--- src/rtl/core/modular_inverse_by_euler_power_macros.svh ---
// Assertion macros shared by the modular inverse block.
// Included by modules that carry concurrent checks.
`ifndef MODULAR_INVERSE_BY_EULER_POWER_MACROS_SVH
`define MODULAR_INVERSE_BY_EULER_POWER_MACROS_SVH

// Implication checked on every clock edge outside reset.
`define MIEP_ASSERT_IMP(label, clk, rst, ante, cons) \
  label: assert property (@(posedge clk) disable iff (rst) (ante) |-> (cons)) \
    else $error("check failed");

// Next-cycle implication checked outside reset.
`define MIEP_ASSERT_NEXT(label, clk, rst, ante, cons) \
  label: assert property (@(posedge clk) disable iff (rst) (ante) |=> (cons)) \
    else $error("check failed");

`endif

--- src/rtl/core/miep_pkg.sv ---
// Package for the modular inverse block: widths, state codes, cell types.
// No dependencies.
package miep_pkg;
  localparam int WIDTH = 32;
  localparam int CW    = $clog2(WIDTH + 1);

  typedef logic [WIDTH-1:0] word_t;

  // Control state of the sequencer.
  typedef enum logic [2:0] {
    ST_IDLE,
    ST_REDUCE,
    ST_MUL,
    ST_SQR,
    ST_CHECK,
    ST_DONE
  } state_t;

  // Data handed along the row of cells each cycle.
  typedef struct packed {
    logic carry;
    logic borrow;
  } link_t;
endpackage

--- src/rtl/core/miep_if.sv ---
// Valid/ready channel interfaces for requests and results.
// Depends on miep_pkg.
interface miep_in_if;
  logic                 valid;
  logic                 ready;
  miep_pkg::word_t      value;
  miep_pkg::word_t      modulus;
  miep_pkg::word_t      totient;
  modport source (output valid, value, modulus, totient, input ready);
  modport sink   (input valid, value, modulus, totient, output ready);
endinterface

interface miep_out_if;
  logic                 valid;
  logic                 ready;
  miep_pkg::word_t      power_result;
  logic                 invertible;
  modport source (output valid, power_result, invertible, input ready);
  modport sink   (input valid, power_result, invertible, output ready);
endinterface

--- src/rtl/core/miep_cell.sv ---
// One bit slice of the modular accumulator: holds one accumulator bit,
// forms accumulator+addend sum and subtracts the modulus, ripple to neighbor.
// Depends on miep_pkg.
module miep_cell (
  input  logic               clk,
  input  logic               load,
  input  logic               acc_in,
  input  logic               add_bit,
  input  logic               mod_bit,
  input  logic               take_diff,
  input  miep_pkg::link_t    link_in,
  output miep_pkg::link_t    link_out,
  input  logic               new_bit,
  output logic               acc
);
  logic s;
  logic d;

  // Sum of incoming bit and addend, then difference against modulus
  assign s                = acc_in ^ add_bit ^ link_in.carry;
  assign link_out.carry   = (acc_in & add_bit) | (link_in.carry & (acc_in ^ add_bit));
  assign d                = s ^ mod_bit ^ link_in.borrow;
  assign link_out.borrow  = (~s & mod_bit) | (link_in.borrow & ~(s ^ mod_bit));

  // Accumulator bit register
  always_ff @(posedge clk) begin
    if (load) begin
      acc <= new_bit;
    end else begin
      acc <= take_diff ? d : s;
    end
  end
endmodule

--- src/rtl/core/miep_mulmod.sv ---
// Bit-serial modular multiplier: a row of cells, one multiplier bit per
// step (double, then add), each step a doubling pass and an add pass.
// Depends on miep_pkg, miep_cell.
module miep_mulmod (
  input  logic             clk,
  input  logic             rst,
  input  logic             start,
  input  miep_pkg::word_t  a,
  input  miep_pkg::word_t  b,
  input  miep_pkg::word_t  m,
  output logic             done,
  output miep_pkg::word_t  prod
);
  localparam int WIDTH = miep_pkg::WIDTH;

  logic                  busy;
  logic                  phase;
  logic [miep_pkg::CW-1:0] cnt;
  miep_pkg::word_t       mult;
  miep_pkg::word_t       acc;
  miep_pkg::word_t       addend;
  miep_pkg::link_t       links [WIDTH+1];
  logic                  take_diff;

  // Phase 0 doubles, phase 1 adds a when the current multiplier bit is set
  assign addend = phase ? (mult[WIDTH-1] ? a : '0) : acc;
  assign links[0] = '{carry: 1'b0, borrow: 1'b0};

  // Take the reduced value when the sum reached or passed the modulus
  assign take_diff = links[WIDTH].carry | ~links[WIDTH].borrow;

  for (genvar i = 0; i < WIDTH; i++) begin : g_cell
    miep_cell u_cell (
      .clk       (clk),
      .load      (start),
      .acc_in    (acc[i]),
      .add_bit   (addend[i]),
      .mod_bit   (m[i]),
      .take_diff (take_diff),
      .link_in   (links[i]),
      .link_out  (links[i+1]),
      .new_bit   (1'b0),
      .acc       (acc[i])
    );
  end

  assign prod = acc;

  // Step sequencing
  always_ff @(posedge clk) begin
    if (rst) begin
      busy  <= 1'b0;
      done  <= 1'b0;
      phase <= 1'b0;
      cnt   <= '0;
    end else begin
      done <= 1'b0;
      if (start) begin
        busy  <= 1'b1;
        phase <= 1'b0;
        cnt   <= '0;
      end else if (busy) begin
        phase <= ~phase;
        if (phase) begin
          if (cnt == miep_pkg::CW'(WIDTH - 1)) begin
            busy <= 1'b0;
            done <= 1'b1;
          end
          cnt <= cnt + 1'b1;
        end
      end
    end
  end

  always_ff @(posedge clk) begin
    if (start) begin
      mult <= b;
    end else if (busy && phase) begin
      mult <= {mult[WIDTH-2:0], 1'b0};
    end
  end
endmodule

--- src/rtl/core/modular_inverse_by_euler_power.sv ---
// Top level: modular inverse as value^(totient-1) mod modulus with an
// invertibility check. Depends on miep_pkg, miep_if, miep_mulmod, macros.
//
//  channel | dir | fields
//  in      | in  | value, modulus, totient
//  out     | out | power_result, invertible
//
// One request at a time. Each modular product is formed in the cell row; a
// request costs up to WIDTH squarings, up to WIDTH multiplications and one
// check product, plus the value reduction. The shared multiplier sets the rate.
// rst is synchronous and clears control state. A stalled result holds.
`include "modular_inverse_by_euler_power_macros.svh"

module modular_inverse_by_euler_power (
  input  logic        clk,
  input  logic        rst,
  miep_in_if.sink     in_ch,
  miep_out_if.source  out_ch
);
  localparam int WIDTH = miep_pkg::WIDTH;

  miep_pkg::state_t state;
  miep_pkg::state_t state_next;

  miep_pkg::word_t  m;
  miep_pkg::word_t  base;
  miep_pkg::word_t  base0;
  miep_pkg::word_t  expo;
  miep_pkg::word_t  result;
  miep_pkg::word_t  rem_v;
  miep_pkg::word_t  quo;
  logic [WIDTH:0]   rem_try;
  logic [miep_pkg::CW-1:0] cnt;
  logic             mm_start;
  logic             mm_done;
  miep_pkg::word_t  mm_a;
  miep_pkg::word_t  mm_b;
  miep_pkg::word_t  mm_prod;
  logic             launched;
  logic             inv_flag;
  logic             out_valid;
  miep_pkg::word_t  out_power;
  logic             out_inv;

  assign in_ch.ready         = (state == miep_pkg::ST_IDLE);
  assign out_ch.valid        = out_valid;
  assign out_ch.power_result = out_power;
  assign out_ch.invertible   = out_inv;

  // Restoring division step for the value reduction
  assign rem_try = {rem_v, quo[WIDTH-1]} - {1'b0, m};

  // Shared multiplier operands
  always_comb begin
    case (state)
      miep_pkg::ST_MUL:   begin mm_a = result; mm_b = base; end
      miep_pkg::ST_SQR:   begin mm_a = base;   mm_b = base; end
      miep_pkg::ST_CHECK: begin mm_a = base0;  mm_b = result; end
      default:            begin mm_a = base;   mm_b = base; end
    endcase
  end

  assign mm_start = !launched && (state == miep_pkg::ST_MUL || state == miep_pkg::ST_SQR ||
                                  state == miep_pkg::ST_CHECK);

  miep_mulmod u_mul (
    .clk   (clk),
    .rst   (rst),
    .start (mm_start),
    .a     (mm_a),
    .b     (mm_b),
    .m     (m),
    .done  (mm_done),
    .prod  (mm_prod)
  );

  // State register
  always_ff @(posedge clk) begin
    if (rst) begin
      state <= miep_pkg::ST_IDLE;
    end else begin
      state <= state_next;
    end
  end

  // Next state
  always_comb begin
    state_next = state;
    case (state)
      miep_pkg::ST_IDLE: begin
        if (in_ch.valid) begin
          state_next = (in_ch.modulus < miep_pkg::word_t'(2)) ? miep_pkg::ST_DONE
                                                              : miep_pkg::ST_REDUCE;
        end
      end
      miep_pkg::ST_REDUCE: begin
        if (cnt == miep_pkg::CW'(WIDTH - 1)) begin
          state_next = expo[0] ? miep_pkg::ST_MUL : miep_pkg::ST_SQR;
        end
      end
      miep_pkg::ST_MUL: begin
        if (mm_done) state_next = miep_pkg::ST_SQR;
      end
      miep_pkg::ST_SQR: begin
        if (mm_done) begin
          if (cnt == miep_pkg::CW'(WIDTH - 1)) state_next = miep_pkg::ST_CHECK;
          else if (expo[1]) state_next = miep_pkg::ST_MUL;
        end
      end
      miep_pkg::ST_CHECK: begin
        if (mm_done) state_next = miep_pkg::ST_DONE;
      end
      miep_pkg::ST_DONE: begin
        if (!out_valid || out_ch.ready) state_next = miep_pkg::ST_IDLE;
      end
      default: state_next = miep_pkg::ST_IDLE;
    endcase
  end

  // Launch tracking for the multiplier
  always_ff @(posedge clk) begin
    if (rst) begin
      launched <= 1'b0;
    end else if (mm_done || state_next != state) begin
      launched <= 1'b0;
    end else if (mm_start) begin
      launched <= 1'b1;
    end
  end

  // Datapath registers; modulus below two yields a zero power
  always_ff @(posedge clk) begin
    case (state)
      miep_pkg::ST_IDLE: begin
        m      <= in_ch.modulus;
        quo    <= in_ch.value;
        rem_v  <= '0;
        expo   <= in_ch.totient - miep_pkg::word_t'(1);
        result <= (in_ch.modulus < miep_pkg::word_t'(2)) ? '0 : miep_pkg::word_t'(1);
        cnt    <= '0;
        inv_flag <= 1'b0;
      end
      miep_pkg::ST_REDUCE: begin
        quo <= {quo[WIDTH-2:0], 1'b0};
        if (!rem_try[WIDTH]) rem_v <= rem_try[WIDTH-1:0];
        else                 rem_v <= {rem_v[WIDTH-2:0], quo[WIDTH-1]};
        if (cnt == miep_pkg::CW'(WIDTH - 1)) begin
          cnt   <= '0;
          base  <= (!rem_try[WIDTH]) ? rem_try[WIDTH-1:0]
                                     : {rem_v[WIDTH-2:0], quo[WIDTH-1]};
          base0 <= (!rem_try[WIDTH]) ? rem_try[WIDTH-1:0]
                                     : {rem_v[WIDTH-2:0], quo[WIDTH-1]};
        end else begin
          cnt <= cnt + 1'b1;
        end
      end
      miep_pkg::ST_MUL: begin
        if (mm_done) result <= mm_prod;
      end
      miep_pkg::ST_SQR: begin
        if (mm_done) begin
          base <= mm_prod;
          expo <= {1'b0, expo[WIDTH-1:1]};
          cnt  <= cnt + 1'b1;
        end
      end
      miep_pkg::ST_CHECK: begin
        if (mm_done) inv_flag <= (mm_prod == miep_pkg::word_t'(1));
      end
      miep_pkg::ST_DONE: begin
        // Load the result register only once the previous result has left
        if (!out_valid || out_ch.ready) begin
          out_power <= result;
          out_inv   <= inv_flag;
        end
      end
      default: begin
      end
    endcase
  end

  // Result register
  always_ff @(posedge clk) begin
    if (rst) begin
      out_valid <= 1'b0;
    end else if (state == miep_pkg::ST_DONE && (!out_valid || out_ch.ready)) begin
      out_valid <= 1'b1;
    end else if (out_ch.ready) begin
      out_valid <= 1'b0;
    end
  end

  `MIEP_ASSERT_IMP(a_ready_idle, clk, rst, in_ch.ready, state == miep_pkg::ST_IDLE)
  `MIEP_ASSERT_NEXT(a_start_launch, clk, rst, mm_start, launched || mm_done)
  `MIEP_ASSERT_IMP(a_cnt_range, clk, rst, state == miep_pkg::ST_SQR, cnt < miep_pkg::CW'(WIDTH))
endmodule
--- src/flat_wrapper.sv ---
// flat-port wrapper written by rule: the top's interface ports become plain ports
module modular_inverse_by_euler_power_flat 
  (clk, rst, in_ch_valid, in_ch_value, in_ch_modulus, in_ch_totient, in_ch_ready, out_ch_valid, out_ch_power_result, out_ch_invertible, out_ch_ready);
  miep_in_if in_ch_i ();
  miep_out_if out_ch_i ();
  input  logic clk;
  input  logic rst;
  input wire logic [$bits(in_ch_i.valid)-1:0] in_ch_valid;
  input wire logic [$bits(in_ch_i.value)-1:0] in_ch_value;
  input wire logic [$bits(in_ch_i.modulus)-1:0] in_ch_modulus;
  input wire logic [$bits(in_ch_i.totient)-1:0] in_ch_totient;
  output wire logic [$bits(in_ch_i.ready)-1:0] in_ch_ready;
  output wire logic [$bits(out_ch_i.valid)-1:0] out_ch_valid;
  output wire logic [$bits(out_ch_i.power_result)-1:0] out_ch_power_result;
  output wire logic [$bits(out_ch_i.invertible)-1:0] out_ch_invertible;
  input wire logic [$bits(out_ch_i.ready)-1:0] out_ch_ready;
  assign in_ch_i.valid = in_ch_valid;
  assign in_ch_i.value = in_ch_value;
  assign in_ch_i.modulus = in_ch_modulus;
  assign in_ch_i.totient = in_ch_totient;
  assign in_ch_ready = in_ch_i.ready;
  assign out_ch_valid = out_ch_i.valid;
  assign out_ch_power_result = out_ch_i.power_result;
  assign out_ch_invertible = out_ch_i.invertible;
  assign out_ch_i.ready = out_ch_ready;
  modular_inverse_by_euler_power u_core (.clk(clk), .rst(rst), .in_ch(in_ch_i), .out_ch(out_ch_i));
endmodule
--- config.mk ---
export PLATFORM = sky130hd
export DESIGN_NAME = modular_inverse_by_euler_power_flat
export DESIGN_NICKNAME = d
export VERILOG_FILES = /design/src/rtl/core/miep_pkg.sv /design/src/rtl/core/miep_if.sv /design/src/rtl/core/miep_cell.sv /design/src/rtl/core/miep_mulmod.sv /design/src/rtl/core/modular_inverse_by_euler_power.sv /design/src/flat_wrapper.sv
export VERILOG_INCLUDE_DIRS = /design/src /design/src/rtl/core
export SDC_FILE = /design/constraint.sdc
export NUM_CORES = 1
export LEC_CHECK = 0
export BUFFER_PORTS_ARGS = -buffer_cell sky130_fd_sc_hd__clkbuf_2
export CELL_PAD_IN_SITES_DETAIL_PLACEMENT = 0
export CELL_PAD_IN_SITES_GLOBAL_PLACEMENT = 2
export CORE_MARGIN = 2
export CORE_UTILIZATION = 44
export DETAILED_ROUTE_END_ITERATION = 7
export PLACE_DENSITY_LB_ADDON = 0.1
export SYNTH_ARGS = -nofsm -noshare
export SYNTH_HDL_FRONTEND = slang
export SYNTH_SLANG_ARGS = --single-unit
--- constraint.sdc ---
create_clock -name clk -period 25.7 [get_ports clk]
set_input_delay 1.285 -clock clk [delete_from_list [all_inputs] [get_ports clk]]
set_output_delay 1.285 -clock clk [all_outputs]
set_load 0.005 [all_outputs]
; Word level (Yosys, flattened, before mapping)
; Cells that the tools add are included.
[classes]
add_sub_neg = 4
order_cmp = 1
n_eq_ne = 13
mux = 71
bitwise_logic = 381
n_reduce_logical = 29
[ops]
columns = op, n
row1 = $pmux W32 S2, 6
row2 = $mux W32, 9
row3 = $and A1 B1 Y1, 126
row4 = $xor A1 B1 Y1, 126
row5 = $not A1 Y1, 66
row6 = $or A1 B1 Y1, 63
row7 = $mux W1, 42
row8 = $sub A33 B32 Y33, 1
row9 = $eq A32 B1 Y1 const B, 1
row10 = $lt A32 B2 Y1 const B, 1
row11 = $sub A32 B1 Y32 const B, 1
row12 = $mux W3, 9
row13 = $pmux W3 S6, 1
row14 = $pmux W6 S3, 1
row15 = $reduce_and A2 Y1, 7
row16 = $reduce_bool A2 Y1, 7
row17 = $add A6 B1 Y6 const B, 2
row18 = $eq A6 B5 Y1 const B, 2
row19 = $mux W6, 2
row20 = $eq A3 B2 Y1 const B, 2
row21 = $eq A3 B3 Y1 const B, 2
row22 = $ne A2 B2 Y1 const B, 3
row23 = $logic_or A1 B1 Y1, 4
row24 = $reduce_or A2 Y1, 2
row25 = other kinds (10), 13
[word_totals]
register_bits = 342
input_bits = 100
output_inout_bits = 35
word_cells = 550

; Logic depth before layout (Yosys ltp)
; Gate-level depths: netlist of run 1.
[depth]
depth_word = 73
depth_mapped = 50
ltp_nobuf = 45

; Cells and area by module
; From an unflattened synthesis of run 1, not the netlist that was laid out.
[unflattened]
cells_unflattened = 1797
hier_area_um2 = 18940.7
[modules_own_cells]
columns = module, instances, cells_each, area_per_inst_um2, seq_area_each_um2
row1 = modular_inverse_by_euler_power, 1, 1292, 13893.3, 8027.7
row2 = miep_cell, 32, 9, 90.1, 20.0
row3 = miep_mulmod, 1, 217, 2164.6, 1141.1

; Worst setup path after synthesis of run 1
; No wires, ideal clock.
[synth_timing]
path_type = register -> register
from = register u_core.state[2]
to = register u_core.u_mul.g_cell[16].u_cell.acc
setup_time_ps = 116
arrival_ps = 14948
t_required_ps = 25584
slack_ps = 10636
path_stages_with_launch = 48
path_buffers = 5
synth_period_minus_slack_ps = 15064
cell_sequence = dfxtp_1 > clkbuf_1 > nand2b_1 > clkbuf_1 > nor2_1 > nor2_1 > clkbuf_1 > a21oi_1 > o22ai_1 > ha_1 > inv_1 > fa_1 > fa_1 > fa_1 > fa_1 > fa_1 > fa_1 > fa_1 > [12 not listed] > fa_1 > fa_1 > fa_1 > fa_1 > fa_1 > fa_1 > fa_1 > fa_1 > fa_1 > fa_1 > fa_1 > fa_1 > fa_1 > nand2b_1 > clkbuf_1 > clkbuf_1 > nand2_1 > and3_1
[synth_between]
elab_chain_len = 73
elab_cells_between_ends = 358
classes_between = eq/ne (3) / mux (4) / bitwise (348) / reduce/logical (3)
[synth_rtl]
columns = element, line_no
row1 = start: declaration, modular_inverse_by_euler_power.sv:22  ; miep_pkg::state_t state;
row2 = start signal: assignment, modular_inverse_by_euler_power.sv:80  ; state <= miep_pkg::ST_IDLE;
row3 = start signal: assignment, modular_inverse_by_euler_power.sv:82  ; state <= state_next;
row4 = $eq A3 B3 Y1 / $eq A3 B2 Y1 (equally long branches), "modular_inverse_by_euler_power.sv:55, modular_inverse_by_euler_power.sv:64, modular_inverse_by_euler_power.sv:63"
row5 = $pmux W32 S2, modular_inverse_by_euler_power.sv:55  ; case (state)
row6 = $mux W32 (2 in a row), miep_mulmod.sv:26  ; assign addend = phase ? (mult[WIDTH-1] ? a : '0) : acc;
row7 = $xor A1 B1 Y1 / $and A1 B1 Y1 (equally long branches) (2 in a row), "miep_cell.sv:20, miep_cell.sv:21"
row8 = $xor A1 B1 Y1 / $or A1 B1 Y1 (equally long branches), "miep_cell.sv:23, miep_cell.sv:21"
row9 = $not A1 Y1 (tied with other cells), miep_cell.sv:23  ; assign link_out.borrow = (~s & mod_bit) | (link_in.borrow & ~(s ^ mod_bit));
row10 = $and A1 B1 Y1 (tied with other cells), miep_cell.sv:23
row11 = $or A1 B1 Y1 (tied with other cells), miep_cell.sv:23
row12 = [55 not listed], n/a
row13 = $or A1 B1 Y1 (tied with other cells), miep_cell.sv:23
row14 = $and A1 B1 Y1 / $xor A1 B1 Y1 (equally long branches), miep_cell.sv:23
row15 = $or A1 B1 Y1 / $not A1 Y1 (equally long branches), miep_cell.sv:23
row16 = $and A1 B1 Y1, miep_cell.sv:23
row17 = $or A1 B1 Y1, miep_cell.sv:23
row18 = $not A1 Y1, miep_mulmod.sv:30  ; assign take_diff = links[WIDTH].carry | ~links[WIDTH].borrow;
row19 = $or A1 B1 Y1, miep_mulmod.sv:30
row20 = $mux W1, miep_cell.sv:30  ; acc <= take_diff ? d : s;
row21 = end signal: assignment, miep_cell.sv:28  ; acc <= new_bit;
row22 = end signal: assignment, miep_cell.sv:30
row23 = end: declaration, miep_cell.sv:14  ; output logic acc
; Several ways; a longest one is shown, not always the timed one.
; A chain may end at the register's enable or synchronous reset.

; Final worst setup path of run 1
[layout_timing]
from = register u_core.state[2]
to = register u_core.u_mul.g_cell[14].u_cell.acc
[layout_between]
elab_chain_len = 73
elab_cells_between_ends = 358
classes_between = eq/ne (3) / mux (4) / bitwise (348) / reduce/logical (3)
[layout_rtl]
columns = element, line_no
row1 = $eq A3 B3 Y1 / $eq A3 B2 Y1 (equally long branches), "modular_inverse_by_euler_power.sv:55, modular_inverse_by_euler_power.sv:64, modular_inverse_by_euler_power.sv:63"
row2 = $pmux W32 S2, modular_inverse_by_euler_power.sv:55
row3 = $mux W32 (2 in a row), miep_mulmod.sv:26
row4 = $xor A1 B1 Y1 / $and A1 B1 Y1 (equally long branches) (2 in a row), "miep_cell.sv:20, miep_cell.sv:21"
row5 = $xor A1 B1 Y1 / $or A1 B1 Y1 (equally long branches), "miep_cell.sv:23, miep_cell.sv:21"
row6 = $not A1 Y1 (tied with other cells), miep_cell.sv:23
row7 = $and A1 B1 Y1 (tied with other cells), miep_cell.sv:23
row8 = $or A1 B1 Y1 (tied with other cells), miep_cell.sv:23
row9 = [55 not listed], n/a
row10 = $or A1 B1 Y1 (tied with other cells), miep_cell.sv:23
row11 = $and A1 B1 Y1 / $xor A1 B1 Y1 (equally long branches), miep_cell.sv:23
row12 = $or A1 B1 Y1 / $not A1 Y1 (equally long branches), miep_cell.sv:23
row13 = $and A1 B1 Y1, miep_cell.sv:23
row14 = $or A1 B1 Y1, miep_cell.sv:23
row15 = $not A1 Y1, miep_mulmod.sv:30
row16 = $or A1 B1 Y1, miep_mulmod.sv:30
row17 = $mux W1, miep_cell.sv:30
row18 = end signal: assignment, miep_cell.sv:28
row19 = end signal: assignment, miep_cell.sv:30
row20 = end: declaration, miep_cell.sv:14
; Several ways; a longest one is shown, not always the timed one.

==> results of run 1 <==
-- final cells by class --
type / instances / area, um^2 / area share, %
Inverter: 111 / 417 / 2.01
Tap cell: 532 / 666 / 3.22
Clock buffer: 56 / 1150 / 5.57
Timing Repair Buffer: 156 / 836 / 4.04
Clock inverter: 16 / 133 / 0.641
Sequential cell: 342 / 9810 / 47.4
Multi-Input combinational cell: 1052 / 7690 / 37.1
-- through the flow --
step,hold WS (ps),area (um^2)
2_1_floorplan,400,18200
3_3_place_gp,405,19400
3_5_place_dp,409,19400
4_1_cts,427,20700
5_1_grt,433,20700
6_report,422,20700
-- layer usage --
metal | wire length (um) | track usage [%] | vias up
met4 | 924 | 5.89 | 0
li1 | - | - | 5932
met1 | 22600 | 32.9 | 5905
met2 | 18900 | 29.9 | 311
met3 | 2570 | 4.12 | 51
met5 | 0 | 0 | -
-- kinds of logic after synthesis --
| group | Yosys count | synth area share, % |
|---|---|---|
| flip-flops | 342 | 54.0 |
| buffers and inverters | 189 | 4.02 |
| adder cells (fa/ha/maj) | 100 | 9.49 |
| multiplexers | 102 | 5.92 |
| AO/OA/AOI/OAI | 317 | 11.1 |
| AND/OR/NAND/NOR | 464 | 12.1 |
| XOR/XNOR | 69 | 3.33 |
-- power groups by stage --
| stage | Sequential, mW | Clock, mW | Combinational, mW |
|---|---|---|---|
| floorplan | 0.703 | 0 | 0.658 |
| global placement | 0.720 | 0 | 0.823 |
| detailed placement | 0.719 | 0 | 0.849 |
| CTS | 0.708 | 0.567 | 0.858 |
| global route | 0.714 | 0.586 | 1.00 |
| finish | 0.708 | 0.554 | 0.857 |
-- worst max-delay path: cells and delay by family, from the launching register on --
kind                       cells  cell delay (ps)
AOI/OAI and AO/OA              3              360
adders and majority gates     33            12670
buffers and inverters          5             1190
DFF                            1              760
and+or+nand+nor                4             1600
-- layout by cell type, fill, tap and decap left out, drive strengths merged, types with 3 or more instances in the layout --
cell and instances:
a211o 3, a211oi 12, a21o 8, a21oi 94, a22o 32, a22oi 3, a31oi 14, and2 6
and3 30, buf 22, clkbuf 190, clkinv 12, dfxtp 46, edfxtp 296, fa 63, ha 37
inv 113, mux2 44, mux2i 58, nand2 174, nand2b 14, nand3 6, nand4 9, nor2 115
nor2b 10, nor3 52, nor3b 5, nor4 24, nor4b 3, o211ai 9, o21a 10, o21ai 85
o22a 32, o22ai 3, or3 6, or4 4, xnor2 38, xor2 31
-- worst max path at each step --
stage	startpoint	endpoint	slack [ps]
after floorplan	u_core.state[2]	u_core.u_mul.g_cell[16].u_cell.acc	10640
after global placement	u_core.state[2]	u_core.u_mul.g_cell[27].u_cell.acc	9230
after detailed placement	u_core.state[2]	u_core.u_mul.g_cell[19].u_cell.acc	8920
after CTS	u_core.state[2]	u_core.u_mul.g_cell[19].u_cell.acc	8980
after global routing	u_core.state[2]	u_core.u_mul.g_cell[12].u_cell.acc	8240
final	u_core.state[2]	u_core.u_mul.g_cell[14].u_cell.acc	8950
-- registers in the layout, summed over array words and instances (netlist names), 3 cells and up --
name                            count
u_core.u_mul.cnt                    6
u_core.expo                        32
u_core.out_ch.power_result         32
u_core.cnt                          6
u_core.m                           32
u_core.u_mul.g_cell.u_cell.acc     32
u_core.base0                       32
u_core.result                      32
u_core.rem_v                       32
u_core.quo                         32
u_core.base                        32
u_core.state                        3
u_core.u_mul.mult                  32
==> flow_results.org, run 1 <==
** Run status
- The run finished with clean final reports.

** Worst setup path
- Setup slack of the most critical reg-to-reg path :: 8950 ps
- At the worst endpoint, the required time is 26,150 ps.
- In this design, the stage delay of the slowest critical-path cell is 970 ps.
- Path type of the worst setup path :: reg2reg
- In this run the critical register-to-register path is captured at u_core.u_mul.g_cell[14].u_cell.acc.
- Largest fanout on the critical path :: 39
- Critical Path End Type :: flip-flop
- RR Startpoint :: u_core.state[2]
- Most frequent cell on the critical path :: sky130_fd_sc_hd__fa_1
- Number of cells on the worst reg-to-reg path :: 45
- Data arrival time at the worst-slack endpoint :: 17,200 ps
- The worst setup path is launched from a flip-flop.
- The slowest stage of the critical path is the sky130_fd_sc_hd__nor2b_2 cell.

** Floorplanning
- Die ar. :: 0.0429 mm^2
- Measured along the x axis, the die boundary spans 207 um.
- Core Footprint :: 0.0408 mm^2
- Initial core utilization :: 44.5%
- The floorplan has 74 rows.
- IO Pins :: 135
- Die boundary height :: 207 um

** Drt
- Remaining routing DRC violations :: 0
- Total via count after detailed routing :: 12.2k
- Number of violations reported at the end of detailed-routing iteration 0 :: 1,025
- After detailed routing, the average wire length per cell comes to 19.9 um.
- Using the TritonRoute via totals, the vias-per-cell ratio works out to 5.39.
- Antenna violation net count after detailed routing :: 0
- Total routed wirelength :: 45,000 um
- For this run, the detailed router's first-pass iteration total came to 5.

** Final layout
- Excluding fillers, the count of instances in the completed layout stands at 2,265.
- Measured on the finished design, the core utilization comes to 50.7%.
- After filler insertion, the fill cell instance count of the layout stands at 3,768.
- The area growth from synthesis to layout is 14.0%.
- 0 antenna diodes ended up in the layout.
- Share of final-layout standard cells stronger than drive strength 1 :: 16.6%
- The net count of the finished layout is 1,903.

** Synthesis
- In the post-synthesis netlist, the cell with the most instances is sky130_fd_sc_hd__edfxtp_1.
- Synth cell count leaders :: 296 x sky130_fd_sc_hd__edfxtp_1, 173 x sky130_fd_sc_hd__nand2_1, 115 x sky130_fd_sc_hd__nor2_1
- The synthesized design devotes to its leading area cell type 48.9% of total area.
- Counting flops with an async set or reset pin after synthesis yields a share of 0%.
- Number of register bits inferred by synthesis :: 342
- Post-synth net total :: 1,783
- After synthesis, flip-flops and latches occupy 54.0% of the total area.
- Counting every instance in the synthesized netlist gives 1,583.
- Count of cell types in the netlist :: 64
- Flip-flop cell with the highest count after synthesis :: sky130_fd_sc_hd__edfxtp_1
- The synthesized design spends more area on one cell type than any other, namely sky130_fd_sc_hd__edfxtp_1.
- In this run the cell area of the synthesized design comes to 0.0182 mm^2.
- Sorting the synthesized cells by area gives the leading types as sky130_fd_sc_hd__edfxtp_1 49%, sky130_fd_sc_hd__fa_1 6.9%, sky130_fd_sc_hd__dfxtp_1 5.1%, sky130_fd_sc_hd__nand2_1 3.6%, sky130_fd_sc_hd__mux2i_1 3.2%.
- Average size of a mapped cell :: 11.5 um^2
- Counting flops with a built-in enable in the synthesized netlist gives 296.
- For this run, the number of Yosys warnings is 0.

** Clocking
- Clock-pin slew was measured on the worst setup and hold paths at 60 ps.
- Bufs on Longest Clock Path :: 3
- The clock tree synthesis step divided the H-tree into 2 levels.
- In this run the post-CTS setup repair buffer count came out at 0.
- Number of buffers created by CTS :: 40
- Hold_buf cts :: 0
- Number of gates resized after CTS :: 0
- CTS placed an instance of sky130_fd_sc_hd__clkbuf_16 at the clock tree root.
- TritonCTS sink count :: 342
- TritonCTS built the clock tree.
- At the later pin of the worst-skew pair, clock insertion delay measures 570 ps.

** Power
- Internal power comes to 1.39 mW.
- Pleak :: 8.15 nW
- In this run the power spent charging and discharging nets is 727 uW.
- Power after layout :: 2.12 mW
- Power share of the combinational group :: 40.4%
- In this run, the clock network consumes 26.1% of the power.
- Power density normalized to cell area :: 102 mW/mm^2
- Worst supply voltage drop on vdd :: 89.3 uV
- Net switching is 34.3% of the power.
- Relative contribution of sequential cells to total power :: 33.4%

** STA
- The max-slew violation total from the final report is 0.
- Setup violations remaining at the end of the flow were counted as 0.
- Minimum clock period after layout :: 16,750 ps
- Of the available clock period, the critical path in the final layout requires 65.2%.
- Final setup slack of the worst path :: 8950 ps
- Final sum of negative setup slack :: 0 ps
- Setup repair after global routing left no endpoint under its margin.
- In this run the tightest slew margin relative to its limit is 18.2%.
- Based on the critical path, the design can be clocked at up to 0.0597 GHz.
- Worst Skew :: 26.1 ps
- Tightest Pin Transition :: 1220 ps
- Final Hold Viols :: 0

** Job
- The tool flagged a number of max-cap violations equal to 0.

** Min path
- The worst hold path was traced through 0 stages.
- Hold EP :: u_core.out_ch.invertible
- The startpoint identified for the worst hold timing path is u_core.inv_flag.
- The min-delay analysis places its worst path in the category reg2reg.

** Global route
- Sum of overflow across all layers after global routing :: 0
- The via count of the first global-routing pass is 12.1k.
- Global routing consumed, over all layers together, 21.1% of the routing resources.
- Global-route wire length before repair :: 71,400 um
- Antenna violations before repair :: 0
- Entering global routing, the biggest net connects 95 pins.

** Place
- Final weighted congestion in routability-driven placement :: 0.836
- Buffers placed on the I/O ports in this run total 134.
- Once placement completed, the tool counted placed cells totaling 2,193.
- At the placement stage, the worst setup path has a slack of 8920 ps.
- DP Wirelength :: 32,900 um
(Power assumes the default switching activity.)
==> run 2, diff against run 1 <==
--- a/config.mk
+++ b/config.mk
@@ -6,11 +6,12 @@
 export SDC_FILE = /design/constraint.sdc
 export NUM_CORES = 1
 export LEC_CHECK = 0
+export ABC_AREA = 1
 export BUFFER_PORTS_ARGS = -buffer_cell sky130_fd_sc_hd__clkbuf_2
 export CELL_PAD_IN_SITES_DETAIL_PLACEMENT = 0
 export CELL_PAD_IN_SITES_GLOBAL_PLACEMENT = 2
 export CORE_MARGIN = 2
-export CORE_UTILIZATION = 44
+export CORE_UTILIZATION = 38
 export DETAILED_ROUTE_END_ITERATION = 7
 export PLACE_DENSITY_LB_ADDON = 0.1
 export SYNTH_ARGS = -nofsm -noshare
==> constraint.sdc (replaced) <==
create_clock -name clk -period 16.5 [get_ports clk]
set_input_delay 0.825 -clock clk [delete_from_list [all_inputs] [get_ports clk]]
set_output_delay 0.825 -clock clk [all_outputs]
set_load 0.005 [all_outputs]
==> flow_results.org, run 2 <==
** Run status
- Result of the run :: completed

** Global route
- Via count of the first global-routing pass :: 15.4k (+27%)
- Met2 layer usage reported by global route :: 34.1% (+4.3 points)
- Sum of overflow across all layers after global routing :: 0 (unchanged)
- The layer flagged by global routing as most heavily used is met2.
- The met3 demand-to-capacity share in global routing was 4.81% (+0.69 points).
- Antenna violations before repair :: 0 (unchanged)
- Tot GR Track Use :: 22.9% (+1.8 points)
- Global-route wire length before repair :: 93,900 um (+32%)
- Largest net degree at the start of global routing :: 78 (-18%)
- Met1 Use GR :: 33.9% (+1.0 points)

** Drt
- Total routed wirelength :: 61,100 um (+36%)
- Pre-antenna DRT Iters :: 5 (unchanged)
- Total via count after detailed routing :: 15.6k (+28%)
- The initial detailed-routing violation count came to 1,132 (+10%).
- Wire per inst :: 19.3 um (-2.9%)
- The average via count per standard cell was 4.91 (-8.8%).
- The number of remaining DRC errors came to 0 (unchanged).
- The post-route antenna net violation count came to 0 (unchanged).

** Floorplanning
- Cell Rows :: 84 (+14%)
- Initial core utilization :: 38.2% (-6.2 points)
- Core Footprint :: 0.0522 mm^2 (+28%)
- IO Pins :: 135 (unchanged)
- The die area is 0.0544 mm^2 (+27%).
- The die boundary width was 233 um (+13%).
- Die boundary height :: 233 um (+13%)

** Final layout
- The final-layout fill cell count came to 5,284 (+40%).
- Share of final-layout standard cells stronger than drive strength 1 :: 13.6% (-3.0 points)
- Post-layout net count :: 2,650 (+39%)
- The fraction of the core area covered by cells at the end of the flow came to 43.4% (-7.3 points).
- Commonest non-fill, non-tap cell in the layout :: sky130_fd_sc_hd__nand2_1
- The antenna cell count came to 0 (unchanged).
- In the layout the commonest cells are 694 x sky130_fd_sc_hd__nand2_1, 330 x sky130_fd_sc_hd__inv_1, 296 x sky130_fd_sc_hd__edfxtp_1, 231 x sky130_fd_sc_hd__nor2_1, 134 x sky130_fd_sc_hd__clkbuf_2.
- Synthesis-to-finish area growth :: 13.6%
- Non-Filler Instances :: 3,171 (+40%)

** Synthesis
- The sequential share of the synthesized area is 49.1% (-4.9 points).
- Simple-gate share of the synthesized area :: 25.6% (+13 points)
- By area the synthesized netlist is led by sky130_fd_sc_hd__edfxtp_1 45%, sky130_fd_sc_hd__nand2_1 13%, sky130_fd_sc_hd__fa_1 6.3%, sky130_fd_sc_hd__inv_1 6.2%, sky130_fd_sc_hd__dfxtp_1 4.6%.
- The top-area cell type share of the netlist area came to 44.5% (-4.4 points).
- In the synthesized netlist, the cells that appear most often are 694 x sky130_fd_sc_hd__nand2_1, 332 x sky130_fd_sc_hd__inv_1, 296 x sky130_fd_sc_hd__edfxtp_1.
- The count of cell types in the netlist was 50 (-22%).
- The number of flops mapped to enable cells by yosys was 296 (unchanged).
- The share of synthesized cell area in full adder, half adder and majority cells came to 8.63% (-0.86 points).
- Flip-flop cell with the highest count after synthesis :: sky130_fd_sc_hd__edfxtp_1
- The register bit total from synthesis was 342 (unchanged).
- Yosys instantiated no cell more often than sky130_fd_sc_hd__nand2_1.
- Post-synth net total :: 2,523 (+42%)
- Share of synthesized flip-flops with an asynchronous set or reset :: 0% (unchanged)
- The share of synthesized area spent on multiplexers is 0% (-5.9 points).
- The number of warnings printed during yosys synthesis is 0 (unchanged).
- The average cell area after synthesis came to 8.60 um^2 (-25%).
- Dominant combinational cell family by area after synthesis :: simple AND/OR/NAND/NOR gates
- Summed instance area of the synthesized netlist :: 0.0200 mm^2 (+10%)
- Gate Count Post-Synth :: 2,323 (+47%)
- The compound-gate portion of the synthesized area came to 6.73% (-4.4 points).
- Summed over all instances, the cell type with the most area after synthesis is sky130_fd_sc_hd__edfxtp_1.
- The synthesized-area fraction occupied by xor and xnor cells came to 1.62% (-1.7 points).

** Clocking
- The clock network latency to the later pin of the worst-skew pair came to 580 ps (about the same).
- The largest buffer count on any clock path came to 3 (unchanged).
- TritonCTS built the clock tree.
- The post-cts hold buffer count was 0 (unchanged).
- The count of buffers added by post-CTS timing repair for setup is 0 (unchanged).
- The number of buffers added by the clock tree synthesis step came to 42 (+5.0%).
- The total number of clock tree sinks came to 342 (unchanged).
- The number of H-tree levels is 2 (unchanged).
- Root buffer selected by CTS :: sky130_fd_sc_hd__clkbuf_16
- The clock-pin slew of the registers on the worst-case setup and hold paths is 60 ps (about the same).

** Worst setup path
- The number of gates on the worst path with buffers counted was 48 (+6.7%).
- The worst register-to-register path begins at u_core.state[2].
- WP buf/inv :: 6 (+1)
- Number of cells on the worst reg-to-reg path :: 48 (+6.7%)
- Startpoint types :: flip-flop
- Slowest stage delay, CP :: 500 ps (-470 ps)
- Largest fanout on the critical path :: 32 (-18%)
- The slowest stage of the critical path is the sky130_fd_sc_hd__fa_1 cell.
- The most critical setup path has its startpoint at u_core.state[2].
- The cell that appears most often on the critical path is sky130_fd_sc_hd__fa_1.
- Setup slack of the most critical reg-to-reg path :: 760 ps (-8190 ps)
- The critical path data required time was 16,960 ps (-9190 ps).
- Capturing element of the worst setup path :: u_core.u_mul.g_cell[12].u_cell.acc
- The worst register-to-register path ends at u_core.u_mul.g_cell[12].u_cell.acc.
- Critical path's top delay family :: adder cells
- Path type of the worst setup path :: reg2reg
- Critical Path End Type :: flip-flop
- The arrival time at the worst endpoint came to 16,200 ps (-1000 ps).

** STA
- Top achievable clock speed :: 0.0635 GHz (+6.4%)
- The final-report hold violation count was 0 (unchanged).
- Tightest Pin Transition :: 1090 ps (-131 ps)
- Final period utilization :: 95.4% (+30 points)
- The relative slew slack was 27.2% (+9.0 points).
- Setup repair after global routing missed its margin :: false
- Final setup slack of the worst path :: 758 ps (-8190 ps)
- Minimum clock period after layout :: 15,740 ps (-1010 ps)
- The final-layout setup total negative slack was 0 ps (unchanged).
- Worst Skew :: 25.3 ps (-0.806 ps)
- Final Slew Violations :: 0 (unchanged)
- The final-report setup violation count is 0 (unchanged).

** Job
- The number of max-capacitance violations reported was 0 (unchanged).

** Place
- The routability congestion estimate came to 0.882 (+5.5%).
- DP Wirelength :: 45,900 um (+40%)
- The worst setup timing slack at the placement stage is 475 ps (-8450 ps).
- Count of placed standard cells including taps :: 3,094 (+41%)
- The count of buffers from port buffering is 134 (unchanged).

** Min path
- In this run the worst hold path is classified as reg2reg.

** Power
- Pleak :: 10.3 nW (+26%)
- The total power divided by cell area came to 151 mW/mm^2 (+48%).
- Power after layout :: 3.43 mW (+62%)
- Worst supply voltage drop on vdd :: 181 uV (+100%)
run 2: cell types whose count changed after synthesis, moves of 28 or more:
cell | previous run | this run
sky130_fd_sc_hd__a22o_1 | 32 | 1
sky130_fd_sc_hd__nand2_1 | 173 | 694
sky130_fd_sc_hd__a31oi_1 | 14 | 69
sky130_fd_sc_hd__mux2_2 | 44 | 0
sky130_fd_sc_hd__o22a_1 | 32 | 0
sky130_fd_sc_hd__inv_1 | 111 | 332
sky130_fd_sc_hd__nand3_1 | 6 | 89
sky130_fd_sc_hd__nand2_2 | 1 | 38
sky130_fd_sc_hd__and3_1 | 30 | 2
sky130_fd_sc_hd__nor2_1 | 115 | 234
sky130_fd_sc_hd__nor3_1 | 51 | 17
sky130_fd_sc_hd__mux2i_1 | 58 | 0
run 2: repair_timing:
| item | 4_1_cts | 5_1_grt |
|---|---|---|
| gates resized for setup | 0 | 4 |
| setup endpoints to repair | 0 | 26 |
| hold endpoints to repair | 0 | 0 |
run 2: kinds of logic (layout without fill, tap and decap cells):
family                     Yosys count  in the layout
adders and majority gates          100            100
buffers and inverters              423            583
xor gates and xnor gates            37             37
and+or+nand+nor                   1179           1179
AOI/OAI and AO/OA                  242            242
DFF                                342            342
run 2: worst min-delay path by stage:
stage	startpoint	end	slack [ps]	cells after the start
after floorplan	u_core.inv_flag	u_core.out_ch.invertible	400	0
after global placement	u_core.inv_flag	u_core.out_ch.invertible	430	0
after detailed placement	u_core.inv_flag	u_core.out_ch.invertible	410	0
after CTS	in_ch_modulus[0]	u_core.m[0]	400	1
after global routing	in_ch_modulus[0]	u_core.m[0]	420	1
final	u_core.inv_flag	u_core.out_ch.invertible	430	0
run 2: stage by stage:
stage / area (um^2) / hold slack, ps
6_report: 22700 / 428
3_5_place_dp: 21400 / 413
4_1_cts: 22700 / 400
5_1_grt: 22700 / 416
3_3_place_gp: 21400 / 428
2_1_floorplan: 20000 / 400
run 2: final cells by class:
cell class	instances	area, um^2	share of cell area (%)
sequential	342	9810	43.2
multi-input combinational	1558	8530	37.6
inverter	348	1310	5.77
clock buffer	60	1170	5.16
tap	688	861	3.79
timing repair buffer	158	858	3.78
clock inverter	17	156	0.689
run 2: metal layers:
layer | part of all wire, % | wire, um | vias to the layer above
li1 | - | - | 7733
met1 | 49 | 30100 | 7429
met2 | 43 | 26300 | 334
met3 | 5.9 | 3620 | 73
met4 | 1.9 | 1140 | 0
met5 | 0 | 0 | -
run 2: power breakdown:
group | switching, mW | internal, mW | total [mW]
clock | 0.379 | 0.527 | 0.906
combinational | 0.835 | 0.584 | 1.42
sequential | 0.0636 | 1.04 | 1.11
==> run 3, diff against run 2 <==
==> constraint.sdc (replaced) <==
create_clock -name clk -period 17.6 [get_ports clk]
set_input_delay 0.88 -clock clk [delete_from_list [all_inputs] [get_ports clk]]
set_output_delay 0.88 -clock clk [all_outputs]
set_load 0.005 [all_outputs]
==> flow_results.org, run 3 (synthesis results as in run 2) <==
** Clocking
- The number of H-tree levels came to 2 (unchanged).
- Bufs on Longest Clock Path :: 3 (unchanged)
- The count of buffers added by post-CTS timing repair for setup was 0 (unchanged).
- TritonCTS built the clock tree.
- Number of buffers created by CTS :: 41 (-2.4%)
- TritonCTS sink count :: 342 (unchanged)
- The clock-pin slew of the registers on the worst-case setup and hold paths was 60 ps (about the same).
- Root buffer selected by CTS :: sky130_fd_sc_hd__clkbuf_16
- The clock network latency to the later pin of the worst-skew pair was 560 ps (-20 ps).
- The post-cts hold buffer count was 0 (unchanged).
- The quantity of gates resized following cts is 0 (unchanged).

** Drt
- Length of routed met3 wiring :: 3360 um (-7.1%)
- The number of remaining DRC errors is 0 (unchanged).
- Pre-antenna DRT Iters :: 5 (unchanged)
- Antenna violation net count after detailed routing :: 0 (unchanged)
- The highest metal layer carrying signal wires in the routed design is met4.
- The met2 wire length came to 25,900 um (-1.7%).
- Wire per inst :: 18.9 um (-1.8%)
- The initial detailed-routing violation count came to 1,150 (+1.6%).
- Total via count after detailed routing :: 15.7k (+0.57%)
- The routed wire length came to 60,000 um (-1.9%).
- Per-cell via count in the routed design :: 4.94 (+0.67%)
- The total routed wire length on the met1 layer is 29,700 um (-1.2%).

** Power
- Power after layout :: 3.17 mW (-7.6%)
- Switching part of the total :: 37.2% (-0.039 points)
- The design internal power is 1.99 mW (-7.6%).
- Power density normalized to cell area :: 140 mW/mm^2 (-7.4%)
- Clock power share :: 25.9% (-0.5 points)
- The leakage power figure came to 10.3 nW (-0.24%).
- The combinational share of power is 41.4% (about the same).
- Switch Pwr :: 1.18 mW (-7.7%)
- Relative contribution of sequential cells to total power :: 32.6% (+0.4 points)
- Worst supply voltage drop on vdd :: 116 uV (-36%)

** Min path
- The path class of the tightest hold or removal check is reg2reg.
- The number of cells on the worst hold path was 0 (unchanged).
- Critical hold path startpoint :: u_core.inv_flag
- Hold EP :: u_core.out_ch.invertible

** Floorplanning
- The standard-cell row count came to 84 (unchanged).
- Horiz. Die Dim :: 233 um (unchanged)
- The initial core utilization is 38.2% (unchanged).
- The height of the chip is 233 um (unchanged).
- The total I/O pin count came to 135 (unchanged).
- Die ar. :: 0.0544 mm^2 (unchanged)
- Core Footprint :: 0.0522 mm^2 (unchanged)

** STA
- The post-route minimum period is 16,200 ps (+458 ps).
- Setup repair after global routing missed its margin :: false
- The relative slew slack was 28.5% (+1.4 points).
- The final-layout setup total negative slack came to 0 ps (unchanged).
- The achievable clock frequency came to 0.0617 GHz (-2.8%).
- Final Hold Viols :: 0 (unchanged)
- The part of the cycle the worst path needs was 92.0% (-3.4 points).
- The max-slew violation total from the final report is 0 (unchanged).
- The final-report setup violation count is 0 (unchanged).
- The worst-margin pin slew was 1070 ps (-20.3 ps).
- Worst Skew :: 17.3 ps (-8.05 ps)

** Worst setup path
- Capturing point of the worst reg2reg path :: u_core.u_mul.g_cell[21].u_cell.acc
- Critical path required time :: 18,050 ps (+1090 ps)
- Slowest stage delay, CP :: 600 ps (+100 ps)
- Counting stages on the worst path, the most repeated cell is sky130_fd_sc_hd__fa_1.
- The startpoint identified for the worst register-to-register timing path is u_core.state[2].
- Number of cells on the worst reg-to-reg path :: 48 (unchanged)
- The worst setup path is captured at a flip-flop.
- The arrival time at the worst endpoint was 16,650 ps (+450 ps).
- Largest fanout on the critical path :: 35 (+9.4%)
- Path type of the worst setup path :: reg2reg
- Crit path max-delay cell type :: sky130_fd_sc_hd__dfxtp_1
- Setup slack of the most critical reg-to-reg path :: 1400 ps (+640 ps)
- STA classifies the critical path startpoint as a flip-flop.

** Final layout
- The fraction of the core area covered by cells at the end of the flow came to 43.3% (-0.13 points).
- Fillers :: 5,312 (+0.53%)
- Share of final-layout standard cells stronger than drive strength 1 :: 13.5% (-0.024 points)
- Number of antenna repair diodes :: 0 (unchanged)
- Commonest non-fill, non-tap cell in the layout :: sky130_fd_sc_hd__nand2_1
- Leading cell types in the layout, fill and taps excluded :: 694 x sky130_fd_sc_hd__nand2_1, 330 x sky130_fd_sc_hd__inv_1, 296 x sky130_fd_sc_hd__edfxtp_1, 231 x sky130_fd_sc_hd__nor2_1, 134 x sky130_fd_sc_hd__clkbuf_2
- The number of non-filler instances in the completed layout came to 3,168 (-0.095%).
- Synthesis-to-finish area growth :: 13.3%
- Post-layout net count :: 2,649 (-0.038%)

** Global route
- The global-route congestion overflow total is 0 (unchanged).
- Antenna violations before repair :: 0 (unchanged)
- Global-route wire length before repair :: 92,400 um (-1.7%)
- Largest net degree at the start of global routing :: 79 (+1.3%)
- The via count of the first global-routing pass is 15.6k (+0.87%).
- The global-route usage over all layers is 22.5% (-0.46 points).

** Run status
- Result of the run :: completed

** Job
- Number of max-capacitance violations reported :: 0 (unchanged)

** Place
- Number of port buffers :: 134 (unchanged)
- Count of placed standard cells including taps :: 3,094 (unchanged)
- DP Wirelength :: 45,400 um (-1.2%)
- The routability congestion estimate was 0.896 (+1.6%).
run 3: worst max-delay path by stage:
stage	slack, ps	depth (start not counted)	start	to
finish	1400	48	u_core.state[2]	u_core.u_mul.g_cell[21].u_cell.acc
CTS	1390	48	u_core.state[2]	u_core.u_mul.g_cell[21].u_cell.acc
global route	630	48	u_core.state[2]	u_core.u_mul.g_cell[21].u_cell.acc
floorplan	2990	46	u_core.state[2]	u_core.u_mul.g_cell[10].u_cell.acc
detailed placement	1400	48	u_core.state[2]	u_core.u_mul.g_cell[21].u_cell.acc
global placement	1660	48	u_core.state[2]	u_core.u_mul.g_cell[0].u_cell.acc
run 3: worst max-delay path: cells and delay by family (launching register included):
family	cells	cell delay, ps
AND/OR/NAND/NOR	5	750
buffers and inverters	6	1260
adder cells (fa/ha/maj)	33	12940
AO/OA/AOI/OAI	4	530
flip-flops	1	600
run 3: cell type report:
cell class	count	area [um^2]	share of cell area, %
sequential	342	9810	43.4
multi-input combinational	1558	8530	37.7
inverter	348	1310	5.77
clock buffer	54	1110	4.89
tap	688	861	3.81
timing repair buffer	158	851	3.76
clock inverter	20	164	0.725
run 3: through the flow:
step                      area [um^2]  hold WS (ps)  setup slack (ps)
after floorplan                 20000           400              2990
after global placement          21400           432              1660
after detailed placement        21400           447              1400
after CTS                       22600           461              1390
after global routing            22600           463               628
final                           22600           463              1400
run 3: layer usage:
metal	GRT usage, %	up-vias
met5	0	-
met4	4.70	0
met3	3.92	62
met2	33.9	366
met1	33.7	7502
li1	-	7728
run 3: power groups by stage:
stage	registers (mW)	logic [mW]	clock network, mW
4_1_cts	1.03	1.32	0.842
6_report	1.03	1.31	0.822
3_5_place_dp	1.05	1.31	0
2_1_floorplan	1.03	1.02	0
3_3_place_gp	1.05	1.27	0
5_1_grt	1.04	1.54	0.869
